**src/rtl/core/lcps_pkg.sv**
```systemverilog
// Shared types, constants and fixed-point helpers for the line centroid PID steering block.
// No dependencies; all other files but the port checks refer to it by scoped names.
package lcps_pkg;

  localparam int SUM_W = 19;        // offset accumulator, signed
  localparam int CNT_W = 11;        // white pixel counter, unsigned
  localparam int PROD_W = 44;       // shared product register
  localparam int QUEUE_DEPTH = 2;
  localparam int QPTR_W = 1;
  localparam int QFILL_W = 2;

  localparam logic signed [SUM_W-1:0] SUM_MAX = 19'sh3FFFF;
  localparam logic signed [SUM_W-1:0] SUM_MIN = 19'sh40000;
  localparam logic [CNT_W-1:0] COUNT_MAX = 11'h7FF;
  localparam logic [9:0] MEAN_MAX = 10'd1023;

  localparam logic signed [25:0] HALF_SPAN = 26'sd160;
  localparam logic signed [25:0] SLOPE_OUTER = 26'sd200;
  localparam logic signed [25:0] SLOPE_INNER = 26'sd250;
  localparam logic [25:0] SAT_LIMIT = 26'd40960;    // 256 * 160
  localparam logic [11:0] RECIP5 = 12'd3277;        // ~16384/5, exact floor for x < 1280

  // Register indexes of the configuration port
  localparam logic [2:0] REG_WHITE_THRESHOLD = 3'd0;
  localparam logic [2:0] REG_CENTER_COLUMN = 3'd1;
  localparam logic [2:0] REG_PROP_GAIN = 3'd2;
  localparam logic [2:0] REG_DERIV_GAIN = 3'd3;
  localparam logic [2:0] REG_INTEG_GAIN = 3'd4;
  localparam logic [2:0] REG_BASE_SPEED = 3'd5;
  localparam logic [2:0] REG_SPIN_SPEED = 3'd6;

  typedef struct packed {
    logic [7:0] white_threshold;
    logic [9:0] center_column;
    logic [15:0] prop_gain;
    logic [15:0] deriv_gain;
    logic [15:0] integ_gain;
    logic signed [8:0] base_speed;
    logic [7:0] spin_speed;
  } cfg_t;

  // One closed frame handed from front to back
  typedef struct packed {
    logic signed [SUM_W-1:0] offset_sum;
    logic [CNT_W-1:0] white_count;
  } frame_t;

  // Q4.12 scaling, truncated toward zero
  function automatic logic signed [PROD_W-1:0] q12_div(input logic signed [PROD_W-1:0] x);
    logic signed [PROD_W-1:0] r;
    if (x[PROD_W-1]) begin
      r = -((-x) >>> 12);
    end else begin
      r = x >>> 12;
    end
    return r;
  endfunction

  function automatic logic signed [15:0] sat16(input logic signed [PROD_W-1:0] x);
    logic signed [15:0] r;
    if (x > 44'sd32767) begin
      r = 16'sh7FFF;
    end else if (x < -44'sd32768) begin
      r = 16'sh8000;
    end else begin
      r = x[15:0];
    end
    return r;
  endfunction

  // trunc(n / 160) saturated to -255..255; /160 = >>5 then reciprocal of 5
  function automatic logic signed [8:0] div160_sat(input logic signed [25:0] n);
    logic neg;
    logic [25:0] mag;
    logic [10:0] x;
    logic [22:0] prod;
    logic [7:0] q;
    neg = n[25];
    mag = neg ? 26'(-n) : 26'(n);
    x = mag[15:5];
    prod = 23'(x) * 23'(RECIP5);
    if (mag >= SAT_LIMIT) begin
      q = 8'hFF;
    end else begin
      q = prod[21:14];
    end
    return neg ? -$signed({1'b0, q}) : $signed({1'b0, q});
  endfunction

endpackage

```
**src/rtl/core/lcps_front.sv**
```systemverilog
// Pixel front end: classifies each pixel against the threshold and accumulates the frame.
// Depends on lcps_pkg; hands closed frames to lcps_queue.
module lcps_front (
  input  logic clk,
  input  logic rst,
  input  lcps_pkg::cfg_t cfg,
  input  logic pix_valid,
  output logic pix_ready,
  input  logic [7:0] pixel_level,
  input  logic [9:0] column,
  input  logic frame_end,
  input  logic q_full,
  output logic push,
  output lcps_pkg::frame_t push_data
);

  logic signed [lcps_pkg::SUM_W-1:0] offset_sum, offset_sum_next;
  logic [lcps_pkg::CNT_W-1:0] white_count, white_count_next;
  logic signed [10:0] diff;
  logic signed [lcps_pkg::SUM_W:0] sum_wide;
  logic is_white, accept;

  assign pix_ready = !q_full;
  assign accept = pix_valid && pix_ready;
  assign is_white = pixel_level > cfg.white_threshold;
  assign diff = $signed({1'b0, column}) - $signed({1'b0, cfg.center_column});
  assign sum_wide = {offset_sum[lcps_pkg::SUM_W-1], offset_sum} + 20'(diff);

  always_comb begin
    offset_sum_next = offset_sum;
    white_count_next = white_count;
    if (is_white) begin
      if (sum_wide > 20'(lcps_pkg::SUM_MAX)) begin
        offset_sum_next = lcps_pkg::SUM_MAX;
      end else if (sum_wide < 20'(lcps_pkg::SUM_MIN)) begin
        offset_sum_next = lcps_pkg::SUM_MIN;
      end else begin
        offset_sum_next = sum_wide[lcps_pkg::SUM_W-1:0];
      end
      if (white_count != lcps_pkg::COUNT_MAX) begin
        white_count_next = white_count + 1'b1;
      end
    end
  end

  assign push = accept && frame_end;
  assign push_data = '{offset_sum: offset_sum_next, white_count: white_count_next};

  always_ff @(posedge clk) begin
    if (rst) begin
      offset_sum <= '0;
      white_count <= '0;
    end else if (accept) begin
      if (frame_end) begin
        offset_sum <= '0;
        white_count <= '0;
      end else begin
        offset_sum <= offset_sum_next;
        white_count <= white_count_next;
      end
    end
  end

endmodule

```
**src/rtl/core/lcps_queue.sv**
```systemverilog
// Two-entry frame queue between the pixel front end and the PID back end.
// Depends on lcps_pkg for frame_t and depth constants.
module lcps_queue (
  input  logic clk,
  input  logic rst,
  input  logic push,
  input  lcps_pkg::frame_t push_data,
  output logic full,
  output logic valid,
  output lcps_pkg::frame_t data,
  input  logic pop
);

  lcps_pkg::frame_t mem [lcps_pkg::QUEUE_DEPTH];
  logic [lcps_pkg::QPTR_W-1:0] wr_ptr, rd_ptr;
  logic [lcps_pkg::QFILL_W-1:0] fill;

  assign full = fill == lcps_pkg::QFILL_W'(lcps_pkg::QUEUE_DEPTH);
  assign valid = fill != '0;
  assign data = mem[rd_ptr];

  always_ff @(posedge clk) begin
    if (push) begin
      mem[wr_ptr] <= push_data;
    end
  end

  always_ff @(posedge clk) begin
    if (rst) begin
      wr_ptr <= '0;
      rd_ptr <= '0;
      fill <= '0;
    end else begin
      if (push) begin
        wr_ptr <= wr_ptr + 1'b1;
      end
      if (pop) begin
        rd_ptr <= rd_ptr + 1'b1;
      end
      unique case ({push, pop})
        2'b10: fill <= fill + 1'b1;
        2'b01: fill <= fill - 1'b1;
        default: fill <= fill;
      endcase
    end
  end

endmodule

```
**src/rtl/core/lcps_back.sv**
```systemverilog
// Frame back end: bit-serial mean division, PID on a shared multiplier, wheel mixing.
// Depends on lcps_pkg; owns the PID state and the result register.
module lcps_back (
  input  logic clk,
  input  logic rst,
  input  lcps_pkg::cfg_t cfg,
  input  logic q_valid,
  input  lcps_pkg::frame_t q_data,
  output logic pop,
  output logic res_valid,
  input  logic res_ready,
  output logic signed [8:0] left_speed,
  output logic signed [8:0] right_speed,
  output logic line_found,
  output logic signed [10:0] mean_offset,
  output logic signed [15:0] control_sum,
  output logic [15:0] white_pixels
);

  typedef enum logic [3:0] {
    S_IDLE, S_DIV, S_MEAN, S_PMUL, S_P, S_D, S_DQ, S_IMUL, S_IQ, S_SUM, S_WMUL, S_WDIV
  } state_t;

  state_t state;

  // frame in work
  logic sum_neg, found;
  logic [lcps_pkg::CNT_W-1:0] count;
  logic [lcps_pkg::SUM_W-1:0] dvd;          // dividend, becomes quotient
  logic [lcps_pkg::CNT_W-1:0] rem;
  logic [4:0] step;

  // PID state and temporaries
  logic signed [15:0] previous_error;
  logic signed [23:0] error_integral;
  logic signed [10:0] mean;
  logic signed [15:0] p_val;
  logic signed [21:0] d_val;
  logic signed [28:0] i_val;
  logic signed [15:0] ctl;
  logic spin_left_neg;
  logic signed [lcps_pkg::PROD_W-1:0] prod;
  logic signed [25:0] num_l, num_r;

  logic [lcps_pkg::CNT_W:0] rem_shift;
  logic rem_ge;
  logic signed [lcps_pkg::PROD_W-1:0] scaled;
  logic signed [16:0] err_diff;
  logic signed [24:0] integ_wide;
  logic signed [31:0] pid_wide;
  logic signed [25:0] slope_l, slope_r;
  logic [lcps_pkg::SUM_W-1:0] q_mag;
  logic [9:0] q_clamped;
  logic slot_free;
  logic signed [8:0] spin;

  assign rem_shift = {rem, dvd[lcps_pkg::SUM_W-1]};
  assign rem_ge = rem_shift >= {1'b0, count};
  assign scaled = lcps_pkg::q12_div(prod);
  assign err_diff = 17'(p_val) - 17'(previous_error);
  assign integ_wide = 25'(error_integral) + 25'(p_val);
  assign pid_wide = 32'(p_val) + 32'(d_val) + 32'(i_val);
  assign slope_l = (ctl > 16'sd0) ? lcps_pkg::SLOPE_OUTER : lcps_pkg::SLOPE_INNER;
  assign slope_r = (ctl > 16'sd0) ? lcps_pkg::SLOPE_INNER : lcps_pkg::SLOPE_OUTER;
  assign q_mag = dvd;
  assign q_clamped = (q_mag > lcps_pkg::SUM_W'(lcps_pkg::MEAN_MAX)) ? lcps_pkg::MEAN_MAX
                                                                      : q_mag[9:0];
  assign slot_free = !res_valid || res_ready;
  assign spin = $signed({1'b0, cfg.spin_speed});
  assign pop = (state == S_IDLE) && q_valid;

  always_ff @(posedge clk) begin
    if (rst) begin
      state <= S_IDLE;
      res_valid <= 1'b0;
      previous_error <= '0;
      error_integral <= '0;
      step <= '0;
    end else begin
      // the last step reloads the result register itself when it frees
      if (res_valid && res_ready && state != S_WDIV) begin
        res_valid <= 1'b0;
      end
      unique case (state)
        S_IDLE: begin
          if (q_valid) begin
            sum_neg <= q_data.offset_sum[lcps_pkg::SUM_W-1];
            dvd <= q_data.offset_sum[lcps_pkg::SUM_W-1] ? lcps_pkg::SUM_W'(-q_data.offset_sum)
                                                         : q_data.offset_sum;
            count <= q_data.white_count;
            found <= q_data.white_count != '0;
            rem <= '0;
            step <= '0;
            state <= S_DIV;
          end
        end
        S_DIV: begin
          // restoring division, one quotient bit per cycle
          if (rem_ge) begin
            rem <= lcps_pkg::CNT_W'(rem_shift - {1'b0, count});
          end else begin
            rem <= rem_shift[lcps_pkg::CNT_W-1:0];
          end
          dvd <= {dvd[lcps_pkg::SUM_W-2:0], rem_ge};
          step <= step + 1'b1;
          if (step == 5'(lcps_pkg::SUM_W - 1)) begin
            state <= S_MEAN;
          end
        end
        S_MEAN: begin
          if (!found) begin
            mean <= '0;
          end else if (sum_neg) begin
            mean <= -$signed({1'b0, q_clamped});
          end else begin
            mean <= $signed({1'b0, q_clamped});
          end
          state <= S_PMUL;
        end
        S_PMUL: begin
          prod <= lcps_pkg::PROD_W'(mean * $signed({1'b0, cfg.prop_gain}));
          state <= S_P;
        end
        S_P: begin
          p_val <= lcps_pkg::sat16(scaled);
          state <= S_D;
        end
        S_D: begin
          prod <= lcps_pkg::PROD_W'(err_diff * $signed({1'b0, cfg.deriv_gain}));
          spin_left_neg <= previous_error > 16'sd0;
          previous_error <= p_val;
          if (integ_wide > 25'sh07FFFFF) begin
            error_integral <= 24'sh7FFFFF;
          end else if (integ_wide < -25'sh0800000) begin
            error_integral <= 24'sh800000;
          end else begin
            error_integral <= integ_wide[23:0];
          end
          state <= S_DQ;
        end
        S_DQ: begin
          d_val <= scaled[21:0];
          state <= S_IMUL;
        end
        S_IMUL: begin
          prod <= lcps_pkg::PROD_W'(error_integral * $signed({1'b0, cfg.integ_gain}));
          state <= S_IQ;
        end
        S_IQ: begin
          i_val <= scaled[28:0];
          state <= S_SUM;
        end
        S_SUM: begin
          ctl <= lcps_pkg::sat16(lcps_pkg::PROD_W'(pid_wide));
          state <= S_WMUL;
        end
        S_WMUL: begin
          num_l <= 26'(cfg.base_speed) * lcps_pkg::HALF_SPAN + 26'(ctl) * slope_l;
          num_r <= 26'(cfg.base_speed) * lcps_pkg::HALF_SPAN - 26'(ctl) * slope_r;
          state <= S_WDIV;
        end
        S_WDIV: begin
          if (slot_free) begin
            if (found) begin
              left_speed <= lcps_pkg::div160_sat(num_l);
              right_speed <= lcps_pkg::div160_sat(num_r);
            end else begin
              left_speed <= spin_left_neg ? -spin : spin;
              right_speed <= spin_left_neg ? spin : -spin;
            end
            line_found <= found;
            mean_offset <= mean;
            control_sum <= ctl;
            white_pixels <= 16'(count);
            res_valid <= 1'b1;
            state <= S_IDLE;
          end
        end
        default: state <= S_IDLE;
      endcase
    end
  end

endmodule

```
**src/rtl/core/line_centroid_pid_steering.sv**
```systemverilog
// Top level of the line centroid PID steering block: configuration registers and wiring.
// Depends on lcps_pkg, lcps_front, lcps_queue and lcps_back.
//
//   channel  | handshake             | payload
//   ---------+-----------------------+-----------------------------------------------
//   pixel in | pix_valid / pix_ready | pixel_level, column, frame_end
//   result   | res_valid / res_ready | left_speed, right_speed, line_found,
//            |                       | mean_offset, control_sum, white_pixels
//   config   | cfg_valid / cfg_ready | cfg_index, cfg_data
//
// Pixels go in one per cycle while pix_ready is high; a result comes per closed frame.
// The back end takes each frame from the queue, finds the mean by bit-serial
// division, then runs ten steps for P, D, I on one shared multiplier and the wheel
// mix, the last of which loads the result register; a stalled result holds the
// back end in its last step.
// Two closed frames may wait in the queue; pix_ready drops only while both slots are full.
// Synchronous reset restores register defaults and clears accumulators and PID state.
// cfg_ready is always high; writes to unused indexes are dropped.
module line_centroid_pid_steering (
  input  logic clk,
  input  logic rst,
  input  logic pix_valid,
  output logic pix_ready,
  input  logic [7:0] pixel_level,
  input  logic [9:0] column,
  input  logic frame_end,
  output logic res_valid,
  input  logic res_ready,
  output logic signed [8:0] left_speed,
  output logic signed [8:0] right_speed,
  output logic line_found,
  output logic signed [10:0] mean_offset,
  output logic signed [15:0] control_sum,
  output logic [15:0] white_pixels,
  input  logic cfg_valid,
  output logic cfg_ready,
  input  logic [2:0] cfg_index,
  input  logic [15:0] cfg_data
);

  lcps_pkg::cfg_t cfg;
  lcps_pkg::frame_t push_data, q_data;
  logic push, pop, q_full, q_valid;

  assign cfg_ready = 1'b1;

  // Register file; writes are expected only while the block is idle
  always_ff @(posedge clk) begin
    if (rst) begin
      cfg.white_threshold <= 8'd128;
      cfg.center_column <= 10'd160;
      cfg.prop_gain <= 16'd614;
      cfg.deriv_gain <= 16'd4096;
      cfg.integ_gain <= 16'd0;
      cfg.base_speed <= 9'sd60;
      cfg.spin_speed <= 8'd50;
    end else if (cfg_valid && cfg_ready) begin
      unique case (cfg_index)
        lcps_pkg::REG_WHITE_THRESHOLD: cfg.white_threshold <= cfg_data[7:0];
        lcps_pkg::REG_CENTER_COLUMN: cfg.center_column <= cfg_data[9:0];
        lcps_pkg::REG_PROP_GAIN: cfg.prop_gain <= cfg_data;
        lcps_pkg::REG_DERIV_GAIN: cfg.deriv_gain <= cfg_data;
        lcps_pkg::REG_INTEG_GAIN: cfg.integ_gain <= cfg_data;
        lcps_pkg::REG_BASE_SPEED: cfg.base_speed <= $signed(cfg_data[8:0]);
        lcps_pkg::REG_SPIN_SPEED: cfg.spin_speed <= cfg_data[7:0];
        default: ;
      endcase
    end
  end

  // Front: per-pixel threshold and accumulation
  lcps_front u_front (
    .clk, .rst, .cfg,
    .pix_valid, .pix_ready, .pixel_level, .column, .frame_end,
    .q_full, .push, .push_data
  );

  // Closed frames wait here while the back end is busy
  lcps_queue u_queue (
    .clk, .rst, .push, .push_data,
    .full(q_full), .valid(q_valid), .data(q_data), .pop
  );

  // Back: mean, PID and wheel speeds, result register
  lcps_back u_back (
    .clk, .rst, .cfg,
    .q_valid, .q_data, .pop,
    .res_valid, .res_ready,
    .left_speed, .right_speed, .line_found, .mean_offset, .control_sum, .white_pixels
  );

endmodule

```
**config.mk**
```make
export PLATFORM = sky130hd
export DESIGN_NAME = line_centroid_pid_steering
export DESIGN_NICKNAME = d
export VERILOG_FILES = /design/src/rtl/core/lcps_pkg.sv /design/src/rtl/core/lcps_front.sv /design/src/rtl/core/lcps_queue.sv /design/src/rtl/core/lcps_back.sv /design/src/rtl/core/line_centroid_pid_steering.sv
export SDC_FILE = /design/constraint.sdc
export NUM_CORES = 2
export LEC_CHECK = 0
export BUFFER_PORTS_ARGS = -buffer_cell sky130_fd_sc_hd__clkbuf_2
export CORE_ASPECT_RATIO = 0.8
export CORE_MARGIN = 4
export CORE_UTILIZATION = 71
export CTS_BUF_LIST = sky130_fd_sc_hd__clkbuf_8
export CTS_CLUSTER_DIAMETER = 60
export DETAILED_ROUTE_END_ITERATION = 16
export PLACE_DENSITY = 0.95
export SLEW_MARGIN = 15
export SYNTH_ARGS = -nofsm -noshare
export SYNTH_HDL_FRONTEND = slang
export SYNTH_SLANG_ARGS = --single-unit
```
**constraint.sdc**
```tcl
create_clock -name clk -period 29.7 [get_ports clk]
set_input_delay 1.485 -clock clk [delete_from_list [all_inputs] [get_ports clk]]
set_output_delay 1.485 -clock clk [all_outputs]
set_load 0.1 [all_outputs]
```
After elaboration in Yosys (flattened, before gate mapping)

Memories as Yosys holds them, arrays and structs flattened. A register that Yosys moved wholly into a read port is not among the register bits.
Index checks and enable logic that the tools add are counted.

Add/subtract/negate cells: 24
Multiply operators: 8
Magnitude comparators: 15
Equal/unequal tests: 26
Multiplexer cells: 55
Bitwise logic cells: 1
Reduce and logical (&&, ||, !) cells: 36

Operators with widths:

| kind                                                             | count |
|---|---|
| one-hot mux 44 bit (3 select lines)                              | 1 |
| two-way mux 19 bit                                               | 6 |
| two-way mux 8 bit                                                | 10 |
| two-way mux 11 bit                                               | 5 |
| two-way mux 9 bit                                                | 6 |
| >= comparator 26 x 16 -> 1 bit (second input constant)           | 2 |
| two-way mux 26 bit                                               | 2 |
| negation 26 bit                                                  | 2 |
| multiplier 16 x 9 -> 25 bit                                      | 2 |
| two-way mux 24 bit                                               | 2 |
| one-hot mux 4 bit (12 select lines)                              | 1 |
| greater-than comparator 44 x 16 -> 1 bit (second input constant) | 1 |
| < comparator 44 x 16 -> 1 bit (second input constant)            | 1 |
| multiplier 11 x 12 -> 22 bit (second input constant)             | 2 |
| two-way mux 44 bit                                               | 1 |
| negation 32 -> 44 bit                                            | 1 |
| negation 44 bit                                                  | 1 |
| multiplier 24 x 17 -> 41 bit                                     | 1 |
| one-hot mux 19 bit (2 select lines)                              | 1 |
| multiplier 17 x 17 -> 34 bit                                     | 1 |
| AND reduction 2 bit                                              | 17 |
| greater-than comparator 16 x 1 -> 1 bit (second input constant)  | 2 |
| greater-than comparator 32 x 16 -> 1 bit (second input constant) | 1 |
| < comparator 32 x 16 -> 1 bit (second input constant)            | 1 |
| other kinds (58)                                                 | 95 |

Register bits after elaboration: 458
RAM bits: 60
Input port bits: 43
Logic and storage cells: 204
Memories: 1

Memory list:

| name        | depth | width | read ports | clocked after Yosys merged registers in | wr ports | RTL line         | source |
|---|---|---|---|---|---|---|---|
| u_queue.mem | 2     | 30    | 1          | 1                                       | 1        | lcps_queue.sv:14 | `lcps_pkg::frame_t mem [lcps_pkg::QUEUE_DEPTH];` |

Longest topological paths before layout

Word-level depth: 11
Mapped depth: 38
Gate-level depth less buffers: 37

By module

A second synthesis with hierarchy kept.

Cell total of the unflattened synthesis: 7682
Area total of the unflattened synthesis: 72448.2 um2

Modules (own cells, without submodules):

| module                     | instances | cells each | area each (um2) | seq. area each (um2) |
|---|---|---|---|---|
| lcps_back                  | 1         | 6802       | 63248.2         | 9589.2 |
| lcps_front                 | 1         | 458        | 3513.4          | 600.6 |
| line_centroid_pid_steering | 1         | 307        | 3324.4          | 1661.6 |
| lcps_queue                 | 1         | 115        | 2362.3          | 1901.8 |

Worst setup path after synthesis

OpenSTA, ideal clock, no wires.

Path kind: register to register
From: register u_back.p_val[0]
To: register u_back.prod[33] (netlist bit) (data pin)
Library setup time: 289 ps
Arrival time: 9460 ps
Data required time: 29411 ps
Path slack: 19951 ps
Cell stages (with the launch flop): 38
Path buffers: 2
Clock period less this slack: 9749 ps
Cells stage by stage: edfxtp_1 -> inv_1 -> ha_1 -> fa_1 -> nor2b_1 -> o21ai_0 -> a21boi_0 -> o21ai_0 -> a21boi_0 -> o21ai_0 -> a21boi_0 -> o21ai_0 -> a211oi_1 -> o41ai_1 -> clkbuf_1 -> nand2_1 -> fa_1 -> inv_1 -> [2 not listed] -> xnor2_1 -> xnor2_1 -> fa_1 -> fa_1 -> inv_1 -> fa_1 -> inv_1 -> ha_1 -> nand2_1 -> nor2_1 -> nand4_1 -> nor2_1 -> a2111oi_0 -> nor3_1 -> a2111oi_0 -> mux2i_1 -> nor3b_1 -> o21ai_0

Cells in the longest elaborated chain, start to end: 3

Ends and longest elaborated chain:

| what                                | RTL line         | source |
|---|---|---|
| start: declaration                  | lcps_back.sv:37  | `logic signed [15:0] p_val;` |
| start signal: assignment            | lcps_back.sv:125 | `p_val <= lcps_pkg::sat16(scaled);` |
| subtractor 16 x 16 -> 17 bit        | lcps_back.sv:60  | `assign err_diff = 17'(p_val) - 17'(previous_error);` |
| multiplier 17 x 17 -> 34 bit        | lcps_back.sv:129 | `prod <= lcps_pkg::PROD_W'(err_diff * $signed({1'b0, cfg.deriv_gain}));` |
| one-hot mux 44 bit (3 select lines) | lcps_back.sv:84  | `unique case (state)` |
| end signal: assignment              | lcps_back.sv:121 | `prod <= lcps_pkg::PROD_W'(mean * $signed({1'b0, cfg.prop_gain}));` |
| end signal: assignment              | lcps_back.sv:129 |  |
| end signal: assignment              | lcps_back.sv:146 | `prod <= lcps_pkg::PROD_W'(error_integral * $signed({1'b0, cfg.integ_gain}));` |
| end: declaration                    | lcps_back.sv:42  | `logic signed [lcps_pkg::PROD_W-1:0] prod;` |

Every way passes these cells.
A chain may end at the register's enable or synchronous reset.

Worst setup path in the final report

From: register u_back.p_val[2]
To: register u_back.prod[34] (netlist bit) (data pin)

Same word-level chain as after synthesis.

==> impl_metrics.env <==
export IMPL_status="finished, final reports clean"
export IMPL_dp_hpwl_mm=154.8
export IMPL_io_pins=108
export IMPL_grt_pass1_wl_mm=319.1
export IMPL_grt_pass1_vias=60290
export IMPL_rsz0062_at_grt="false"
export IMPL_busiest_layer="met2"
export IMPL_htreeDepth=3
export IMPL_fin_crit_sh=0.3654
export IMPL_cts_sinks=514
export IMPL_relSlewSlack=0.1619
export IMPL_viasPerCell=6.382
export IMPL_yosysMostFrequentCell="inv_1"
export IMPL_synth_avg_cell_area_um2=9.178
export IMPL_worstMarginPinSlew_ps=1246
export IMPL_dieArea_um2=105600
export IMPL_drc=0
export IMPL_critPathRequiredTime_ps=30180
export IMPL_initial_core_util=0.7187
export IMPL_final_layout_size_suffix_gt1_frac=0.05012
export IMPL_ant_nets=0
export IMPL_final_max_slew_violation_count=0
export IMPL_area_growth_pct=4.914
export IMPL_critPathCaptureType="register"
export IMPL_rrSetupSlack_ps=18850
export IMPL_cts_buffers=81
export IMPL_finalSetupViolCount=0
export IMPL_first_pass_iters=6
export IMPL_cpPeakStageDelay_ps=760
export IMPL_die_h_um=291.5
export IMPL_use_met3=0.1163
export IMPL_synth_seq_cells=514
export IMPL_hold_class="reg -> reg"
export IMPL_num_vias=58360
export IMPL_grt_usage=0.3812
export IMPL_max_freq_mhz=92.15
export IMPL_wl_per_cell_um=21.89
export IMPL_synth_top_cell_area_share=0.2787
export IMPL_finalInstanceArea_um2=74820
export IMPL_synth_area_um2=71320
export IMPL_async_reset_ff_frac=0
export IMPL_die_w_um=362.4
export IMPL_met1_usage=0.5083
export IMPL_wl_mm=200.2
export IMPL_placementRows=103
export IMPL_period_minus_slack_ps=10850
export IMPL_synth_area_top_cells="fa_1, edfxtp_1, ha_1, inv_1, nand2_1"
export IMPL_cp_arrival_ps=11330
export IMPL_antenna_found_initial=14
export IMPL_power_leakage_nw=34.42
export IMPL_clock_latency_ps=770
export IMPL_yosys_area_top_type="fa_1"
export IMPL_gp_congestion=1.028
export IMPL_synth_cell_types=88
export IMPL_grt_met2_usage=0.5846
export IMPL_p_per_area_nw_per_um2=36.39
export IMPL_cts_setup_buffers=0
export IMPL_crit_fanout=24
export IMPL_final_fill_count=6399
export IMPL_dpl_cell_count=8983
export IMPL_synth_edf_count=346
export IMPL_cts_resized_gates=0
export IMPL_cts_hold_buf=0
export IMPL_crit_type="reg -> reg"
export IMPL_vdd_drop_max_mv=0.06940
export IMPL_clk_pin_slew_worst_paths_ps=70
export IMPL_yosysWarnings=0
export IMPL_finalSetupTns_ps=0
export IMPL_synth_ff_type="edfxtp_1"
export IMPL_drtIter0Drc=6824
export IMPL_gr_total_overflow=0
export IMPL_fin_nets=9490
export IMPL_final_cells=9145
export IMPL_core_um2=99230
export IMPL_synth_cells=7771
export IMPL_critPathSlowestCell="xnor2_1"
export IMPL_io_buffers=101
export IMPL_ys_seq_area_frac=0.1928
export IMPL_hold_viol=0
export IMPL_cts_buffer_depth=3
export IMPL_skew_ps=59.40
export IMPL_hold_slack_ps=448.9
export IMPL_cts_root_buf="clkbuf_8"
export IMPL_cts_tree="done"
export IMPL_synth_common_cells="inv_1, fa_1, nand2_1, ha_1, and2_1"
export IMPL_dpl_cell_area_um2=73100
export IMPL_grt_max_degree=78
export IMPL_worstSetupStartpointType="register"
export IMPL_maxCapViolCount=0
sequential cells by signal, summed over array words and instances (netlist names), 16 cells and up, named ones only:
register and count:
u_back.p_val 16, u_back.error_integral 24, u_back.prod 41, u_queue.mem 60, u_back.num_r 25, u_back.i_val 29
u_back.ctl 16, u_back.d_val 22, u_back.dvd 19, u_back.control_sum 16, cfg 83, u_back.previous_error 16
u_back.num_l 25, u_front.offset_sum 19
cells by family (layout without fill, tap and decap cells):
| family | Yosys count | count (layout) | synth area share |
|---|---|---|---|
| and+or+nand+nor | 2344 | 2344 | 0.1600 |
| muxes | 54 | 54 | 0.007947 |
| buffers and inverters | 1614 | 1654 | 0.08526 |
| adders and majority gates | 1722 | 1722 | 0.4056 |
| DFF | 514 | 514 | 0.1928 |
| AOI/OAI and AO/OA | 1154 | 1154 | 0.1032 |
| xor gates and xnor gates | 367 | 367 | 0.04507 |
| other | 2 | 24 | 0.0001053 |
path summary, 6_finish.rpt:
| path | startpoint | endpoint | cells past startpoint |
|---|---|---|---|
| setup / recovery | u_back.p_val[2] | u_back.prod[34] | 36 |
| hold / removal | u_back.count[8] | u_back.white_pixels[8] | 0 |
| setup reg to reg | u_back.p_val[2] | u_back.prod[34] | 36 |
| hold reg to reg | u_back.count[8] | u_back.white_pixels[8] | 0 |
cell usage in the layout, fill, tap and decap left out, types with 22 or more instances in the layout:
cell      count
a211o_1      22
a211oi_1     52
a21o_1       84
a21oi_1     361
a22oi_1      27
a31oi_1      30
and2_1      363
and3_1       47
buf_4        89
clkbuf_2    100
clkbuf_8     90
dfxtp_1     167
edfxtp_1    346
fa_1        993
ha_1        700
inv_1      1343
maj3_1       29
mux2i_1      33
nand2_1     930
nand2b_1     75
nand3_1     128
nand3b_1     27
nand4_1      41
nor2_1      347
nor2b_1      88
nor3_1       98
nor4_1       41
o211ai_1     41
o21a_1       47
o21ai_0     240
or3_1        39
xnor2_1     225
xor2_1      141
report_power, final:
group | switching (mW) | internal (mW) | leakage (nW)
combinational | 0.751 | 0.417 | 28.9
clock | 0.331 | 0.315 | 0.962
sequential | 0.0583 | 0.850 | 4.51
routing by layer:
layer | up-vias | part of all wire | wire length (um)
li1 | 25330 | - | -
met4 | 12 | 0.049 | 9882
met1 | 28270 | 0.37 | 74010
met5 | - | 0.00047 | 95
met3 | 814 | 0.14 | 27840
met2 | 3933 | 0.44 | 88390
layout make-up:
cell class,count,area [um^2],share of cell area
Multi-Input combinational cell,5654,51620,0.6899
Tap cell,1312,1642,0.02194
Clock buffer,90,1239,0.01655
Antenna cell,11,27.53,0.0003679
Sequential cell,514,13750,0.1838
Inverter,1314,4932,0.06592
Clock inverter,61,441.7,0.005903
Timing Repair Buffer,189,1169,0.01562
worst max-delay path: cells and delay by family (launching register included):
kind | cells | cell delay, ps
adders and majority gates | 7 | 3710
AOI/OAI and AO/OA | 12 | 3210
buffers and inverters | 6 | 1040
xor gates and xnor gates | 2 | 990
and+or+nand+nor | 8 | 960
DFF | 1 | 490
muxes | 1 | 150
through the flow:
step	setup slack, ps	utilization	total power, mW
after floorplan	19950	-	1.669
after global placement	19530	0.7367	1.980
after CTS	19010	0.7536	2.678
after global routing	18020	0.7539	2.855
after detailed placement	19130	0.7367	2.032
final	18850	0.7540	2.723
Power figures use the tool's default switching activity.
